### src/hw/rtl/i2c_master_command_sequencer_unit_assert.svh
`ifndef I2C_MASTER_COMMAND_SEQUENCER_UNIT_ASSERT_SVH
`define I2C_MASTER_COMMAND_SEQUENCER_UNIT_ASSERT_SVH

// Check a condition at every clock edge outside reset.
`define I2C_MCS_ASSERT(lbl, clk, rst_n, cond, msg) \
	lbl: assert property (@(posedge clk) disable iff (!rst_n) (cond)) else $error(msg);

// Check that a condition in one cycle implies another in the next cycle.
`define I2C_MCS_ASSERT_NEXT(lbl, clk, rst_n, ante, cons, msg) \
	lbl: assert property (@(posedge clk) disable iff (!rst_n) (ante) |=> (cons)) else $error(msg);

`endif

### src/hw/rtl/i2c_mcs_pkg.sv
`timescale 1ns / 1ps
`default_nettype none

package i2c_mcs_pkg;

	// Default number of queued commands
	localparam int unsigned QUEUE_DEPTH_DEF = 32;

	// Input beat operations
	localparam logic OP_PUSH  = 1'b0;
	localparam logic OP_EVENT = 1'b1;

	// Bus status codes, compared after masking
	localparam logic [7:0] STATUS_MASK     = 8'hF8;
	localparam logic [7:0] ST_START        = 8'h08;
	localparam logic [7:0] ST_REPSTART     = 8'h10;
	localparam logic [7:0] ST_SLAW_ACK     = 8'h18;
	localparam logic [7:0] ST_DATA_TX_ACK  = 8'h28;
	localparam logic [7:0] ST_SLAR_ACK     = 8'h40;
	localparam logic [7:0] ST_DATA_RX_ACK  = 8'h50;
	localparam logic [7:0] ST_DATA_RX_NACK = 8'h58;

	// Bus actions
	localparam logic [3:0] ACT_NONE      = 4'd0;
	localparam logic [3:0] ACT_START     = 4'd1;
	localparam logic [3:0] ACT_REPSTART  = 4'd2;
	localparam logic [3:0] ACT_SEND      = 4'd3;
	localparam logic [3:0] ACT_SEND_MEM  = 4'd4;
	localparam logic [3:0] ACT_RECV_ACK  = 4'd5;
	localparam logic [3:0] ACT_RECV_NACK = 4'd6;
	localparam logic [3:0] ACT_STOP      = 4'd7;

	// Callbacks
	localparam logic [1:0] CB_NONE  = 2'd0;
	localparam logic [1:0] CB_STOP  = 2'd1;
	localparam logic [1:0] CB_ERROR = 2'd2;

	// One queued command
	typedef struct packed {
		logic        is_write;
		logic        hard_stop;
		logic [1:0]  inline_count;
		logic [7:0]  target;
		logic [7:0]  byte_a;
		logic [7:0]  byte_b;
		logic [7:0]  byte_c;
		logic [15:0] addr;
		logic [7:0]  len;
	} cmd_t;

	// Queue control from the sequencer
	typedef struct packed {
		logic push;
		logic pop;
		logic clear;
	} q_ctl_t;

endpackage

`default_nettype wire

### src/hw/rtl/i2c_mcs_cmd_queue.sv
`timescale 1ns / 1ps
`default_nettype none

`include "i2c_master_command_sequencer_unit_assert.svh"

module i2c_mcs_cmd_queue #(
	parameter int unsigned DEPTH = i2c_mcs_pkg::QUEUE_DEPTH_DEF,
	localparam int unsigned PW = $clog2(DEPTH),
	localparam int unsigned CW = $clog2(DEPTH + 1)
) (
	input  wire logic               clk,
	input  wire logic               arst_n,
	input  wire i2c_mcs_pkg::q_ctl_t ctl,
	input  wire i2c_mcs_pkg::cmd_t  wr_data,
	output i2c_mcs_pkg::cmd_t       rd_data,
	output logic [CW-1:0]           count
);

	logic [PW-1:0]     head_q;
	logic [PW-1:0]     tail_q;
	logic [CW-1:0]     count_q;
	i2c_mcs_pkg::cmd_t mem [DEPTH];
	i2c_mcs_pkg::cmd_t rd_data_q;

	// Advance pointers and fill level; clear drops everything queued
	always_ff @(posedge clk or negedge arst_n) begin
		if (!arst_n) begin
			head_q  <= '0;
			tail_q  <= '0;
			count_q <= '0;
		end else if (ctl.clear) begin
			head_q  <= '0;
			tail_q  <= '0;
			count_q <= '0;
		end else begin
			if (ctl.push) begin
				tail_q <= (tail_q == PW'(DEPTH - 1)) ? '0 : tail_q + PW'(1);
			end
			if (ctl.pop) begin
				head_q <= (head_q == PW'(DEPTH - 1)) ? '0 : head_q + PW'(1);
			end
			// Net change of the fill level
			count_q <= count_q + CW'(ctl.push) - CW'(ctl.pop);
		end
	end

	// Write at the tail; read the head every cycle, old data on a same-entry write
	always_ff @(posedge clk) begin
		if (ctl.push) begin
			mem[tail_q] <= wr_data;
		end
		rd_data_q <= mem[head_q];
	end

	assign rd_data = rd_data_q;
	assign count   = count_q;

	`I2C_MCS_ASSERT(a_count_bound, clk, arst_n, count_q <= CW'(DEPTH), "queue overfilled")
	`I2C_MCS_ASSERT(a_no_push_full, clk, arst_n, !(ctl.push && count_q == CW'(DEPTH)), "push while full")
	`I2C_MCS_ASSERT(a_no_pop_empty, clk, arst_n, !(ctl.pop && count_q == '0), "pop while empty")
	`I2C_MCS_ASSERT_NEXT(a_clear_empties, clk, arst_n, ctl.clear, count_q == '0, "clear left entries")

endmodule

`default_nettype wire

### src/hw/rtl/i2c_master_command_sequencer_unit.sv
`timescale 1ns / 1ps
`default_nettype none
// The first result beat is presented in S_OUT0, after the accepted beat is worked out in S_EXEC.
// A new input beat is taken only once the result beats of the last item, one or two, are delivered;
// output stalls hold them. This is the accept / execute / deliver sequence around the command queue read port.
// The command queue is a memory with a registered head read; a push onto an empty queue
// that starts at once takes the command straight from the input beat.
// Reset (arst_n, asynchronous): queue empty, no active command, phase idle, codes zero.

`include "i2c_master_command_sequencer_unit_assert.svh"

module i2c_master_command_sequencer_unit #(
	parameter int unsigned QUEUE_DEPTH = i2c_mcs_pkg::QUEUE_DEPTH_DEF
) (
	input  wire logic        clk,
	input  wire logic        arst_n,
	input  wire logic        in_valid,
	output logic             in_stall,
	input  wire logic        opcode,
	input  wire logic        cmd_write,
	input  wire logic        cmd_force_stop,
	input  wire logic [1:0]  cmd_inline_count,
	input  wire logic [7:0]  cmd_target,
	input  wire logic [7:0]  cmd_byte_a,
	input  wire logic [7:0]  cmd_byte_b,
	input  wire logic [7:0]  cmd_byte_c,
	input  wire logic [15:0] cmd_mem_address,
	input  wire logic [7:0]  cmd_length,
	input  wire logic [7:0]  bus_status,
	input  wire logic [7:0]  bus_rx_byte,
	output logic             out_valid,
	input  wire logic        out_stall,
	output logic [3:0]       bus_action,
	output logic [7:0]       tx_byte,
	output logic [15:0]      mem_address,
	output logic             store_valid,
	output logic [7:0]       store_byte,
	output logic [1:0]       callback,
	output logic             push_accepted,
	output logic [5:0]       queue_free,
	output logic [7:0]       last_status,
	output logic             last
);

	localparam int unsigned CW = $clog2(QUEUE_DEPTH + 1);
	localparam logic [CW-1:0] DEPTH_C = CW'(QUEUE_DEPTH);

	localparam logic [7:0] READ_BIT = 8'h01;

	localparam logic [3:0] PH_IDLE      = 4'd0;
	localparam logic [3:0] PH_START     = 4'd1;
	localparam logic [3:0] PH_SLAW      = 4'd2;
	localparam logic [3:0] PH_SLAR      = 4'd3;
	localparam logic [3:0] PH_SEND1     = 4'd4;
	localparam logic [3:0] PH_SEND2     = 4'd5;
	localparam logic [3:0] PH_SEND3     = 4'd6;
	localparam logic [3:0] PH_SENDN     = 4'd7;
	localparam logic [3:0] PH_RECV      = 4'd8;
	localparam logic [3:0] PH_RECV_LAST = 4'd9;
	localparam logic [3:0] PH_STOP      = 4'd10;

	localparam logic [1:0] S_IDLE = 2'd0;
	localparam logic [1:0] S_EXEC = 2'd1;
	localparam logic [1:0] S_OUT0 = 2'd2;
	localparam logic [1:0] S_OUT1 = 2'd3;

	typedef struct packed {
		logic [3:0]  action;
		logic [7:0]  tx;
		logic [15:0] addr;
		logic        sv;
		logic [7:0]  sb;
		logic [1:0]  cb;
		logic        acc;
		logic [5:0]  free;
		logic [7:0]  status;
		logic        last;
	} res_t;

	// Sequencer state
	logic [1:0]        state_q;
	logic              op_s1;
	i2c_mcs_pkg::cmd_t cmd_s1;
	logic [7:0]        status_s1;
	logic [7:0]        rx_s1;
	logic              acc_s1;
	logic              fwd_s1;
	i2c_mcs_pkg::cmd_t active_q;
	logic              active_valid_q;
	logic [3:0]        phase_q;
	logic [7:0]        exp_q;
	logic [7:0]        latest_q;
	res_t              res0_q;
	res_t              res1_q;
	logic              two_q;

	// Execute-step results
	i2c_mcs_pkg::cmd_t   in_cmd;
	i2c_mcs_pkg::cmd_t   head_cmd;
	i2c_mcs_pkg::cmd_t   q_rd_data;
	logic [CW-1:0]       q_count;
	logic [CW-1:0]       count_after;
	logic [CW-1:0]       free_w;
	i2c_mcs_pkg::q_ctl_t q_ctl;
	logic                accept;
	logic                push_ok;
	i2c_mcs_pkg::cmd_t   act_n;
	logic                act_valid_n;
	logic [3:0]          phase_n;
	logic [3:0]          nph;
	logic [7:0]          exp_n;
	logic [7:0]          latest_n;
	logic [7:0]          status_m;
	logic [7:0]          len_u;
	logic [15:0]         addr_u;
	logic                take;
	logic                take_first;
	logic                two;
	res_t                r0;
	res_t                r1;
	res_t                res_out;

	// Shape the pushed command; reads carry no inline bytes
	always_comb begin
		in_cmd.is_write     = cmd_write;
		in_cmd.hard_stop    = cmd_force_stop;
		in_cmd.inline_count = cmd_write ? cmd_inline_count : 2'd0;
		in_cmd.target       = cmd_target;
		in_cmd.byte_a       = cmd_byte_a;
		in_cmd.byte_b       = cmd_byte_b;
		in_cmd.byte_c       = cmd_byte_c;
		in_cmd.addr         = cmd_mem_address;
		in_cmd.len          = cmd_length;
	end

	assign accept   = in_valid && !in_stall;
	assign push_ok  = (opcode == i2c_mcs_pkg::OP_PUSH) && (q_count < DEPTH_C);
	assign in_stall = (state_q != S_IDLE);

	// Forward the input beat when the queue was empty at the push
	assign head_cmd = fwd_s1 ? cmd_s1 : q_rd_data;

	// Work out one item: bus action, next phase and queue update
	always_comb begin
		r0          = '0;
		r1          = '0;
		two         = 1'b0;
		take        = 1'b0;
		take_first  = 1'b0;
		act_n       = active_q;
		act_valid_n = active_valid_q;
		phase_n     = phase_q;
		exp_n       = exp_q;
		latest_n    = latest_q;
		status_m    = status_s1 & i2c_mcs_pkg::STATUS_MASK;
		len_u       = active_q.len;
		addr_u      = active_q.addr;
		nph         = PH_IDLE;
		q_ctl.push  = accept && push_ok;
		q_ctl.pop   = 1'b0;
		q_ctl.clear = 1'b0;

		if (op_s1 == i2c_mcs_pkg::OP_PUSH) begin
			r0.acc = acc_s1;
			if (acc_s1 && !active_valid_q) begin
				take       = 1'b1;
				take_first = 1'b1;
			end
		end else begin
			latest_n = status_m;
			if (status_m != exp_q) begin
				q_ctl.clear = (state_q == S_EXEC);
				r0.action   = i2c_mcs_pkg::ACT_STOP;
				r0.cb       = i2c_mcs_pkg::CB_ERROR;
				act_valid_n = 1'b0;
				phase_n     = PH_IDLE;
			end else if (!active_valid_q) begin
				phase_n = PH_IDLE;
			end else begin
				// Store a received byte
				if (phase_q == PH_RECV || phase_q == PH_RECV_LAST) begin
					r0.sv   = 1'b1;
					r0.sb   = rx_s1;
					r0.addr = active_q.addr;
					addr_u  = active_q.addr + 16'd1;
					len_u   = active_q.len - 8'd1;
				end
				unique case (phase_q)
					PH_START: begin
						nph = active_q.is_write ? PH_SLAW : PH_SLAR;
					end
					PH_SLAR, PH_RECV: begin
						nph = (len_u > 8'd1) ? PH_RECV : PH_RECV_LAST;
					end
					PH_RECV_LAST: begin
						nph = PH_STOP;
					end
					PH_SLAW: begin
						if (active_q.inline_count != 2'd0) nph = PH_SEND1;
						else nph = (len_u != 8'd0) ? PH_SENDN : PH_STOP;
					end
					PH_SEND1: begin
						nph = (active_q.inline_count == 2'd1) ? PH_STOP : PH_SEND2;
					end
					PH_SEND2: begin
						nph = (active_q.inline_count == 2'd2) ? PH_STOP : PH_SEND3;
					end
					PH_SEND3: begin
						nph = PH_STOP;
					end
					PH_SENDN: begin
						nph = (len_u != 8'd0) ? PH_SENDN : PH_STOP;
					end
					default: begin
						nph = PH_IDLE;
					end
				endcase
				phase_n    = nph;
				act_n.addr = addr_u;
				act_n.len  = len_u;
				unique case (nph)
					PH_SLAR: begin
						r0.action = i2c_mcs_pkg::ACT_SEND;
						r0.tx     = active_q.target | READ_BIT;
						exp_n     = i2c_mcs_pkg::ST_SLAR_ACK;
					end
					PH_SLAW: begin
						r0.action = i2c_mcs_pkg::ACT_SEND;
						r0.tx     = active_q.target;
						exp_n     = i2c_mcs_pkg::ST_SLAW_ACK;
					end
					PH_RECV, PH_RECV_LAST: begin
						if (len_u == 8'd1) begin
							r0.action = i2c_mcs_pkg::ACT_RECV_NACK;
							exp_n     = i2c_mcs_pkg::ST_DATA_RX_NACK;
						end else begin
							r0.action = i2c_mcs_pkg::ACT_RECV_ACK;
							exp_n     = i2c_mcs_pkg::ST_DATA_RX_ACK;
						end
					end
					PH_SEND1: begin
						r0.action = i2c_mcs_pkg::ACT_SEND;
						r0.tx     = active_q.byte_a;
						exp_n     = i2c_mcs_pkg::ST_DATA_TX_ACK;
					end
					PH_SEND2: begin
						r0.action = i2c_mcs_pkg::ACT_SEND;
						r0.tx     = active_q.byte_b;
						exp_n     = i2c_mcs_pkg::ST_DATA_TX_ACK;
					end
					PH_SEND3: begin
						r0.action = i2c_mcs_pkg::ACT_SEND;
						r0.tx     = active_q.byte_c;
						exp_n     = i2c_mcs_pkg::ST_DATA_TX_ACK;
					end
					PH_SENDN: begin
						r0.action  = i2c_mcs_pkg::ACT_SEND_MEM;
						r0.addr    = addr_u;
						act_n.addr = addr_u + 16'd1;
						act_n.len  = len_u - 8'd1;
						exp_n      = i2c_mcs_pkg::ST_DATA_TX_ACK;
					end
					PH_STOP: begin
						if (q_count == '0) begin
							r0.action   = i2c_mcs_pkg::ACT_STOP;
							r0.cb       = i2c_mcs_pkg::CB_STOP;
							exp_n       = 8'd0;
							act_valid_n = 1'b0;
							phase_n     = PH_IDLE;
						end else if (active_q.hard_stop) begin
							// Stop, then start the next command in a second beat
							r0.action  = i2c_mcs_pkg::ACT_STOP;
							r1.cb      = i2c_mcs_pkg::CB_STOP;
							two        = 1'b1;
							take       = 1'b1;
							take_first = 1'b1;
						end else begin
							r0.cb = i2c_mcs_pkg::CB_STOP;
							take  = 1'b1;
						end
					end
					default: begin
						act_valid_n = 1'b0;
						phase_n     = PH_IDLE;
					end
				endcase
			end
		end

		// Take the oldest queued command
		if (take) begin
			q_ctl.pop   = (state_q == S_EXEC);
			act_n       = head_cmd;
			act_valid_n = 1'b1;
			phase_n     = PH_START;
			exp_n       = take_first ? i2c_mcs_pkg::ST_START : i2c_mcs_pkg::ST_REPSTART;
			if (two) r1.action = i2c_mcs_pkg::ACT_START;
			else r0.action = take_first ? i2c_mcs_pkg::ACT_START : i2c_mcs_pkg::ACT_REPSTART;
		end

		count_after = (op_s1 != i2c_mcs_pkg::OP_PUSH && status_m != exp_q) ? '0 :
			(take ? q_count - CW'(1) : q_count);
		free_w      = DEPTH_C - count_after;
		r0.free     = 6'(free_w);
		r1.free     = 6'(free_w);
		r0.status   = latest_n;
		r1.status   = latest_n;
		r0.last     = !two;
		r1.last     = 1'b1;
	end

	// Command queue
	i2c_mcs_cmd_queue #(
		.DEPTH(QUEUE_DEPTH)
	) u_queue (
		.clk     (clk),
		.arst_n  (arst_n),
		.ctl     (q_ctl),
		.wr_data (in_cmd),
		.rd_data (q_rd_data),
		.count   (q_count)
	);

	// Sequence accept, execute and result beats
	always_ff @(posedge clk or negedge arst_n) begin
		if (!arst_n) begin
			state_q        <= S_IDLE;
			active_valid_q <= 1'b0;
			phase_q        <= PH_IDLE;
			exp_q          <= 8'd0;
			latest_q       <= 8'd0;
			two_q          <= 1'b0;
		end else begin
			unique case (state_q)
				S_IDLE: begin
					if (accept) state_q <= S_EXEC;
				end
				S_EXEC: begin
					active_valid_q <= act_valid_n;
					phase_q        <= phase_n;
					exp_q          <= exp_n;
					latest_q       <= latest_n;
					two_q          <= two;
					state_q        <= S_OUT0;
				end
				S_OUT0: begin
					if (!out_stall) state_q <= two_q ? S_OUT1 : S_IDLE;
				end
				S_OUT1: begin
					if (!out_stall) state_q <= S_IDLE;
				end
				default: begin
					state_q <= S_IDLE;
				end
			endcase
		end
	end

	// Hold the accepted beat and the item's payload results
	always_ff @(posedge clk) begin
		if (accept) begin
			op_s1     <= opcode;
			cmd_s1    <= in_cmd;
			status_s1 <= bus_status;
			rx_s1     <= bus_rx_byte;
			acc_s1    <= push_ok;
			fwd_s1    <= push_ok && (q_count == '0);
		end
		if (state_q == S_EXEC) begin
			active_q <= act_n;
			res0_q   <= r0;
			res1_q   <= r1;
		end
	end

	// Drive the result beat
	assign res_out       = (state_q == S_OUT1) ? res1_q : res0_q;
	assign out_valid     = (state_q == S_OUT0) || (state_q == S_OUT1);
	assign bus_action    = res_out.action;
	assign tx_byte       = res_out.tx;
	assign mem_address   = res_out.addr;
	assign store_valid   = res_out.sv;
	assign store_byte    = res_out.sb;
	assign callback      = res_out.cb;
	assign push_accepted = res_out.acc;
	assign queue_free    = res_out.free;
	assign last_status   = res_out.status;
	assign last          = res_out.last;

	`I2C_MCS_ASSERT(a_no_overlap, clk, arst_n, !(out_valid && !in_stall), "input taken during output")
	`I2C_MCS_ASSERT(a_idle_phase, clk, arst_n, active_valid_q || phase_q == PH_IDLE, "phase without command")
	`I2C_MCS_ASSERT(a_second_beat, clk, arst_n, state_q != S_OUT1 || two_q, "second beat without cause")
	`I2C_MCS_ASSERT_NEXT(a_exec_out, clk, arst_n, state_q == S_EXEC, state_q == S_OUT0, "execute not followed by result")

endmodule

`default_nettype wire
### config.mk
export PLATFORM = sky130hd
export DESIGN_NAME = i2c_master_command_sequencer_unit
export DESIGN_NICKNAME = d
export VERILOG_FILES = /design/src/hw/rtl/i2c_mcs_pkg.sv /design/src/hw/rtl/i2c_mcs_cmd_queue.sv /design/src/hw/rtl/i2c_master_command_sequencer_unit.sv
export VERILOG_INCLUDE_DIRS = /design/src /design/src/hw/rtl
export SDC_FILE = /design/constraint.sdc
export NUM_CORES = 2
export LEC_CHECK = 0
export BUFFER_PORTS_ARGS = -buffer_cell sky130_fd_sc_hd__buf_2
export CAP_MARGIN = 10
export CELL_PAD_IN_SITES_DETAIL_PLACEMENT = 1
export CELL_PAD_IN_SITES_GLOBAL_PLACEMENT = 2
export CORE_MARGIN = 2
export CORE_UTILIZATION = 46
export DETAILED_ROUTE_END_ITERATION = 10
export PLACE_DENSITY = 0.79
export SLEW_MARGIN = 0
export SYNTH_ARGS = -nofsm -noshare
export SYNTH_HDL_FRONTEND = slang
export SYNTH_SLANG_ARGS = --single-unit
### constraint.sdc
create_clock -name clk -period 10.21 [get_ports clk]
set_clock_uncertainty 0.1 [all_clocks]
set_input_delay 0 -clock clk [delete_from_list [all_inputs] [get_ports clk]]
set_output_delay 0 -clock clk [all_outputs]
set_load 0.01 [all_outputs]
**Word level (Yosys, flattened, before mapping)**

Memory sizes are Yosys's and may differ from the RTL's. A register that Yosys moved wholly into a read port is not among the register bits.
Index checks and enable logic that the tools add are counted.

- Flip-flop bits (word level): 240
- RAM bits: 1920
- Bits of input ports: 81
- Output and inout bits: 57
- Logic and storage cells: 229
- Memories: 1

- Add/sub/neg operators: 10
- Magnitude comparators: 2
- Equal/unequal tests: 32
- Multiplexer cells: 98
- Bitwise gates (word level): 5
- Reductions and logical operators: 36

Memory list:

| memory | words | bits a word | read ports | clocked after memory_dff | write ports | line | source |
|---|---|---|---|---|---|---|---|
| u_queue.mem | 32 | 60 | 1 | 1 | 1 | i2c_mcs_cmd_queue.sv:22 | `i2c_mcs_pkg::cmd_t mem [DEPTH];` |

Operators by type and width:

| operator | count |
|---|---|
| 24-bit 2-to-1 mux | 5 |
| 16-bit 2-to-1 mux | 5 |
| 8-bit 2-to-1 mux | 10 |
| 8-bit case mux with 5 select lines | 2 |
| 39-bit 2-to-1 mux | 2 |
| 4-bit 2-to-1 mux | 16 |
| 60-bit 2-to-1 mux | 1 |
| 55-bit 2-to-1 mux | 1 |
| 5-bit 2-to-1 mux | 7 |
| 33-bit 2-to-1 mux | 1 |
| 16-bit by 1-bit adder with 16-bit output, second input constant | 2 |
| 4-bit by 3-bit equality test with 1-bit output, second input constant | 8 |
| 1-bit 2-to-1 mux | 29 |
| 4-bit case mux with 7 select lines | 1 |
| 25-bit 2-to-1 mux | 1 |
| 4-bit equality test, second input constant | 5 |
| 6-bit 2-to-1 mux | 3 |
| 4-bit by 2-bit equality test with 1-bit output, second input constant | 4 |
| 2-bit 2-to-1 mux | 8 |
| 4-bit case mux with 4 select lines | 1 |
| 8-bit by 1-bit subtractor with 8-bit output, second input constant | 2 |
| 2-bit nonzero test | 6 |
| 4-bit OR reduction | 3 |
| 5-bit by 1-bit adder with 5-bit output, second input constant | 2 |
| other kinds (34) | 58 |

**Longest topological paths before layout**

- Depth in word-level cells: 21
- Gate-level depth with buffers: 22
- Gate-level depth less buffers: 19

**Modules after synthesis**

A second synthesis with hierarchy kept.

- Cell total of the unflattened synthesis: 4453
- Area total of the unflattened synthesis: 85600.8 µm²

By module, submodules not included:

| module | times used | cells each | area each (µm²) | seq. area each (µm²) |
|---|---|---|---|---|
| i2c_mcs_cmd_queue | 1 | 3600 | 75107.0 | 59256.8 |
| i2c_master_command_sequencer_unit | 1 | 853 | 10493.8 | 6266.0 |

**Worst setup path before layout**

Ideal clock, no wire load.

- Path type: reg-to-reg
- From: reg state_q[1]
- To: mem u_queue.mem[28][0] (netlist name), enable pin
- Setup time: 478 ps
- Data arrival time: 10476 ps
- Data required time: 9632 ps
- Setup slack: -844 ps
- Stages on the path, launching flop included: 6
- Buffers on the path: 0
- Period minus slack after synthesis: 11054 ps
- Cell sequence: dfrtp_1 nor3b_1 nand2_1 inv_1 nand2_1 nor2_1

- Longest elaborated chain between the ends: 6

RTL lines:

| what | line | source |
|---|---|---|
| start, declared | i2c_master_command_sequencer_unit.sv:81 | `logic [1:0] state_q;` |
| start signal, assigned | i2c_master_command_sequencer_unit.sv:347 | `if (!out_stall) state_q <= two_q ? S_OUT1 : S_IDLE;` |
| 2-bit nonzero test | i2c_master_command_sequencer_unit.sv:138 | `assign in_stall = (state_q != S_IDLE);` |
| 1-bit zero test | i2c_master_command_sequencer_unit.sv:136 | `assign accept = in_valid && !in_stall;` |
| 1-bit logical AND | i2c_master_command_sequencer_unit.sv:136 |  |
| net accept | i2c_master_command_sequencer_unit.sv:105 | `logic accept;` |
| 1-bit logical AND | i2c_master_command_sequencer_unit.sv:159 | `q_ctl.push = accept && push_ok;` |
| 1-bit 2-to-1 mux | i2c_mcs_cmd_queue.sv:49 | `if (ctl.push) begin` |
| 1-bit 2-to-1 mux (implied by the code) | i2c_mcs_cmd_queue.sv:50 | `mem[tail_q] <= wr_data;` |
| end, declared | i2c_mcs_cmd_queue.sv:22 |  |

The timed path passes the listed nets, and every way through them passes these cells.

==> results.toml <==
[run_status]
status = "completed"

[global_route]
antenna_found_initial = 9
grt_pass1_wl_um = 308000
grt_use_total_pct = 23.0
overflow = 0
grt_pass1_vias = 42461
grt_max_degree = 133

[clocking]
clkTransAtPathRegs_ns = 0.06
h-tree-depth = 4
post_cts_buffers = 0
postCtsResizedCells = 0
cts_hold_buf = 93
cts_inserted_buffers = 215
clock_latency_ns = 0.87
cts_sinks = 2208
tritoncts = "yes"
cts_buffer_depth = 3
root_buffer = "clkbuf_16"

[timing]
drv_slew = 0
tns_ns = 0
fin_crit_sh_pct = 59.5
hold_viol_final = 0
fin_crit_ns = 6.07
fin_hold_ws_ns = 0.0568
rsz0062_at_grt = "false"
worst_slew_pin_slew_ns = 1.24
relSlewSlack_pct = 17.1
finalSetupViolations = 0
fmax_mhz = 165

[synthesis]
synthFlopType = "edfxtp_1"
ys_ff_latch = 2208
syn_nets = 3888
synth-edff-count = 2112
synth_cell_types = 73
syn_inst = 3778
ys_seq_area_share_pct = 76.9
yosysWarnings = 0
synth_area_per_cell_um2 = 22.6
synth_area_um2 = 85200
async_flop_share_pct = 1.63

[floorplanning]
die_area_um2 = 189000
rows = 157
die_x_um = 434
io-pin-count = 138
start_util_pct = 46.4
core-area_um2 = 184000
die_y_um = 434

[job]
cap_violations = 0

[routing]
via_per_inst = 6.04
wire_per_inst_um = 31.8
vias = 40849
drc = 0
antenna_left = 0
firstDrtPassIters = 5
drt_wl_total_um = 215000
drt_iter0_drc = 4330

[worst_setup_path]
worstPathRequired_ns = 10.89
end_kind = "flop"
cp_max_fo = 63
path_cells = "or3b_2 > inv_1 > buf_4 > and3_1 > a211oi_2 > o31a_4 > o21ai_4 > buf_4 > nand2_4 > inv_2 > ha_1 > inv_1 > ha_1 > fa_1 > a21oi_1 > nor2_1 > or3_1 > a21oi_1"
crit_arrival_ns = 6.75
crit_slowest_cell = "inv_2"
critPathLaunchType = "flop"
r2r_start = "phase_q[2]"
worstSetupPathType = "flop to flop"
max_stage_delay_ns = 0.77
worstSetupStartpoint = "phase_q[2]"
r2r_slack_ns = 4.14

[power_and_ir_drop]
ir_drop_v = 0.000227
power_density_nw_per_um2 = 239
power.leakage_nw = 30.1

[finish]
utilization_pct = 53.1
area_delta_synth_final_pct = 14.4
nets = 4215
drive_gt1_share_pct = 31.3

[placement]
gp_congestion = 0.760
io_buffers = 133
hpwl_um = 108000

[worst_hold_path]
min_path_type = "primary input to flop"
hold_start = "cmd_inline_count[0]"
## worst max-delay path: cells and delay by family (launching register included)
family,cells,cell delay [ns]
buffers and inverters,5,1.92
and+or+nand+nor,5,1.48
AOI/OAI and AO/OA,5,0.96
adders and majority gates,3,0.87
DFF,1,0.60
## path summary, 6_finish.rpt
check	end	cells past startpoint
min reg2reg	two_q	2
max	u_queue.count[4]	18
max in group asynchronous	u_queue.head_q[2]	4
min	u_queue.mem[3][56]	2
min in group asynchronous	latest_q[3]	4
max reg2reg	u_queue.count[4]	18
## report_power, final
group          total [mW]  switching (mW)  internal (mW)  leakage [nW]
clock                8.14            3.45           4.69          3.56
sequential           10.6           0.233           10.4          20.0
combinational        4.55            2.25           2.30          6.52
total                23.3            5.93           17.4          30.1
## per-layer routing
metal	part of all wire [%]	global-route usage, %
met5	0.013	0
met4	2.5	6.43
met3	6.9	3.40
met2	51	38.4
met1	40	31.7
## metrics by stage
stage	worst slack (ns)	total power, mW	area [µm²]	std cells
after floorplan	2.33	14.0	85200	3778
after global placement	4.24	15.3	89200	6259
after detailed placement	4.18	15.4	89200	6259
after CTS	4.15	23.5	97500	6761
after global routing	3.78	24.1	97500	6761
final	4.14	23.3	97500	6762
## synthesized netlist by cell type (14+ instances only)
library cell | count | area [µm²]
mux2_2 | 124 | 1400
ha_1 | 28 | 350
o21ai_0 | 39 | 195
and3_1 | 19 | 119
a21oi_1 | 51 | 255
nor2b_1 | 14 | 87.6
buf_1 | 46 | 173
inv_1 | 25 | 93.8
mux4_2 | 600 | 13500
dfxtp_1 | 60 | 1200
a22oi_1 | 19 | 143
clkbuf_1 | 138 | 518
nor3_1 | 23 | 115
nand2_1 | 75 | 282
mux2i_1 | 18 | 180
buf_4 | 15 | 113
nor2_1 | 88 | 330
edfxtp_1 | 2112 | 63400
and2_1 | 48 | 300
nand3_1 | 21 | 105
xnor2_1 | 32 | 280
dfrtp_1 | 36 | 901
xor2_1 | 14 | 123
## sequential cells by signal, summed over array words and instances, names as in the netlist, 2 cells and up
| signal | cells |
|---|---|
| u_queue.tail_q | 5 |
| active_q | 60 |
| state_q | 2 |
| u_queue.count | 6 |
| phase_q | 4 |
| rx_s1 | 8 |
| cmd_s1 | 60 |
| latest_q | 8 |
| res0_q | 40 |
| u_queue.mem | 1920 |
| status_s1 | 5 |
| res1_q | 16 |
| u_queue.rd_data | 60 |
| u_queue.head_q | 5 |
| exp_q | 4 |
## placed cells by master (no fill, tap or decap), types with 50 or more instances in the layout
master and count:
edfxtp_1 2112, mux4_2 600, clkbuf_16 216, buf_2 133, mux2_2 124, dlygate4sd3_1 92, buf_4 84, nand2_1 74
dfxtp_1 60, nor2_1 56, a21oi_1 50
## layout make-up
class                           count  area [µm²]
Clock buffer                      291        5990
Tap cell                         2464        3080
Fill cell                       15833       86200
Inverter                           26        97.6
Clock inverter                    118        1380
Timing Repair Buffer              316        2360
Multi-Input combinational cell   1338       19000
Sequential cell                  2208       65500
Antenna cell                        1        2.50
## cells by family after synthesis
logic type	synth area share, %
AOI/OAI and AO/OA	1.21
xor gates and xnor gates	0.473
adders and majority gates	0.435
buffers and inverters	1.10
DFF	76.9
muxes	17.7
other	0.00440
and+or+nand+nor	2.18
(Power assumes the default switching activity.)
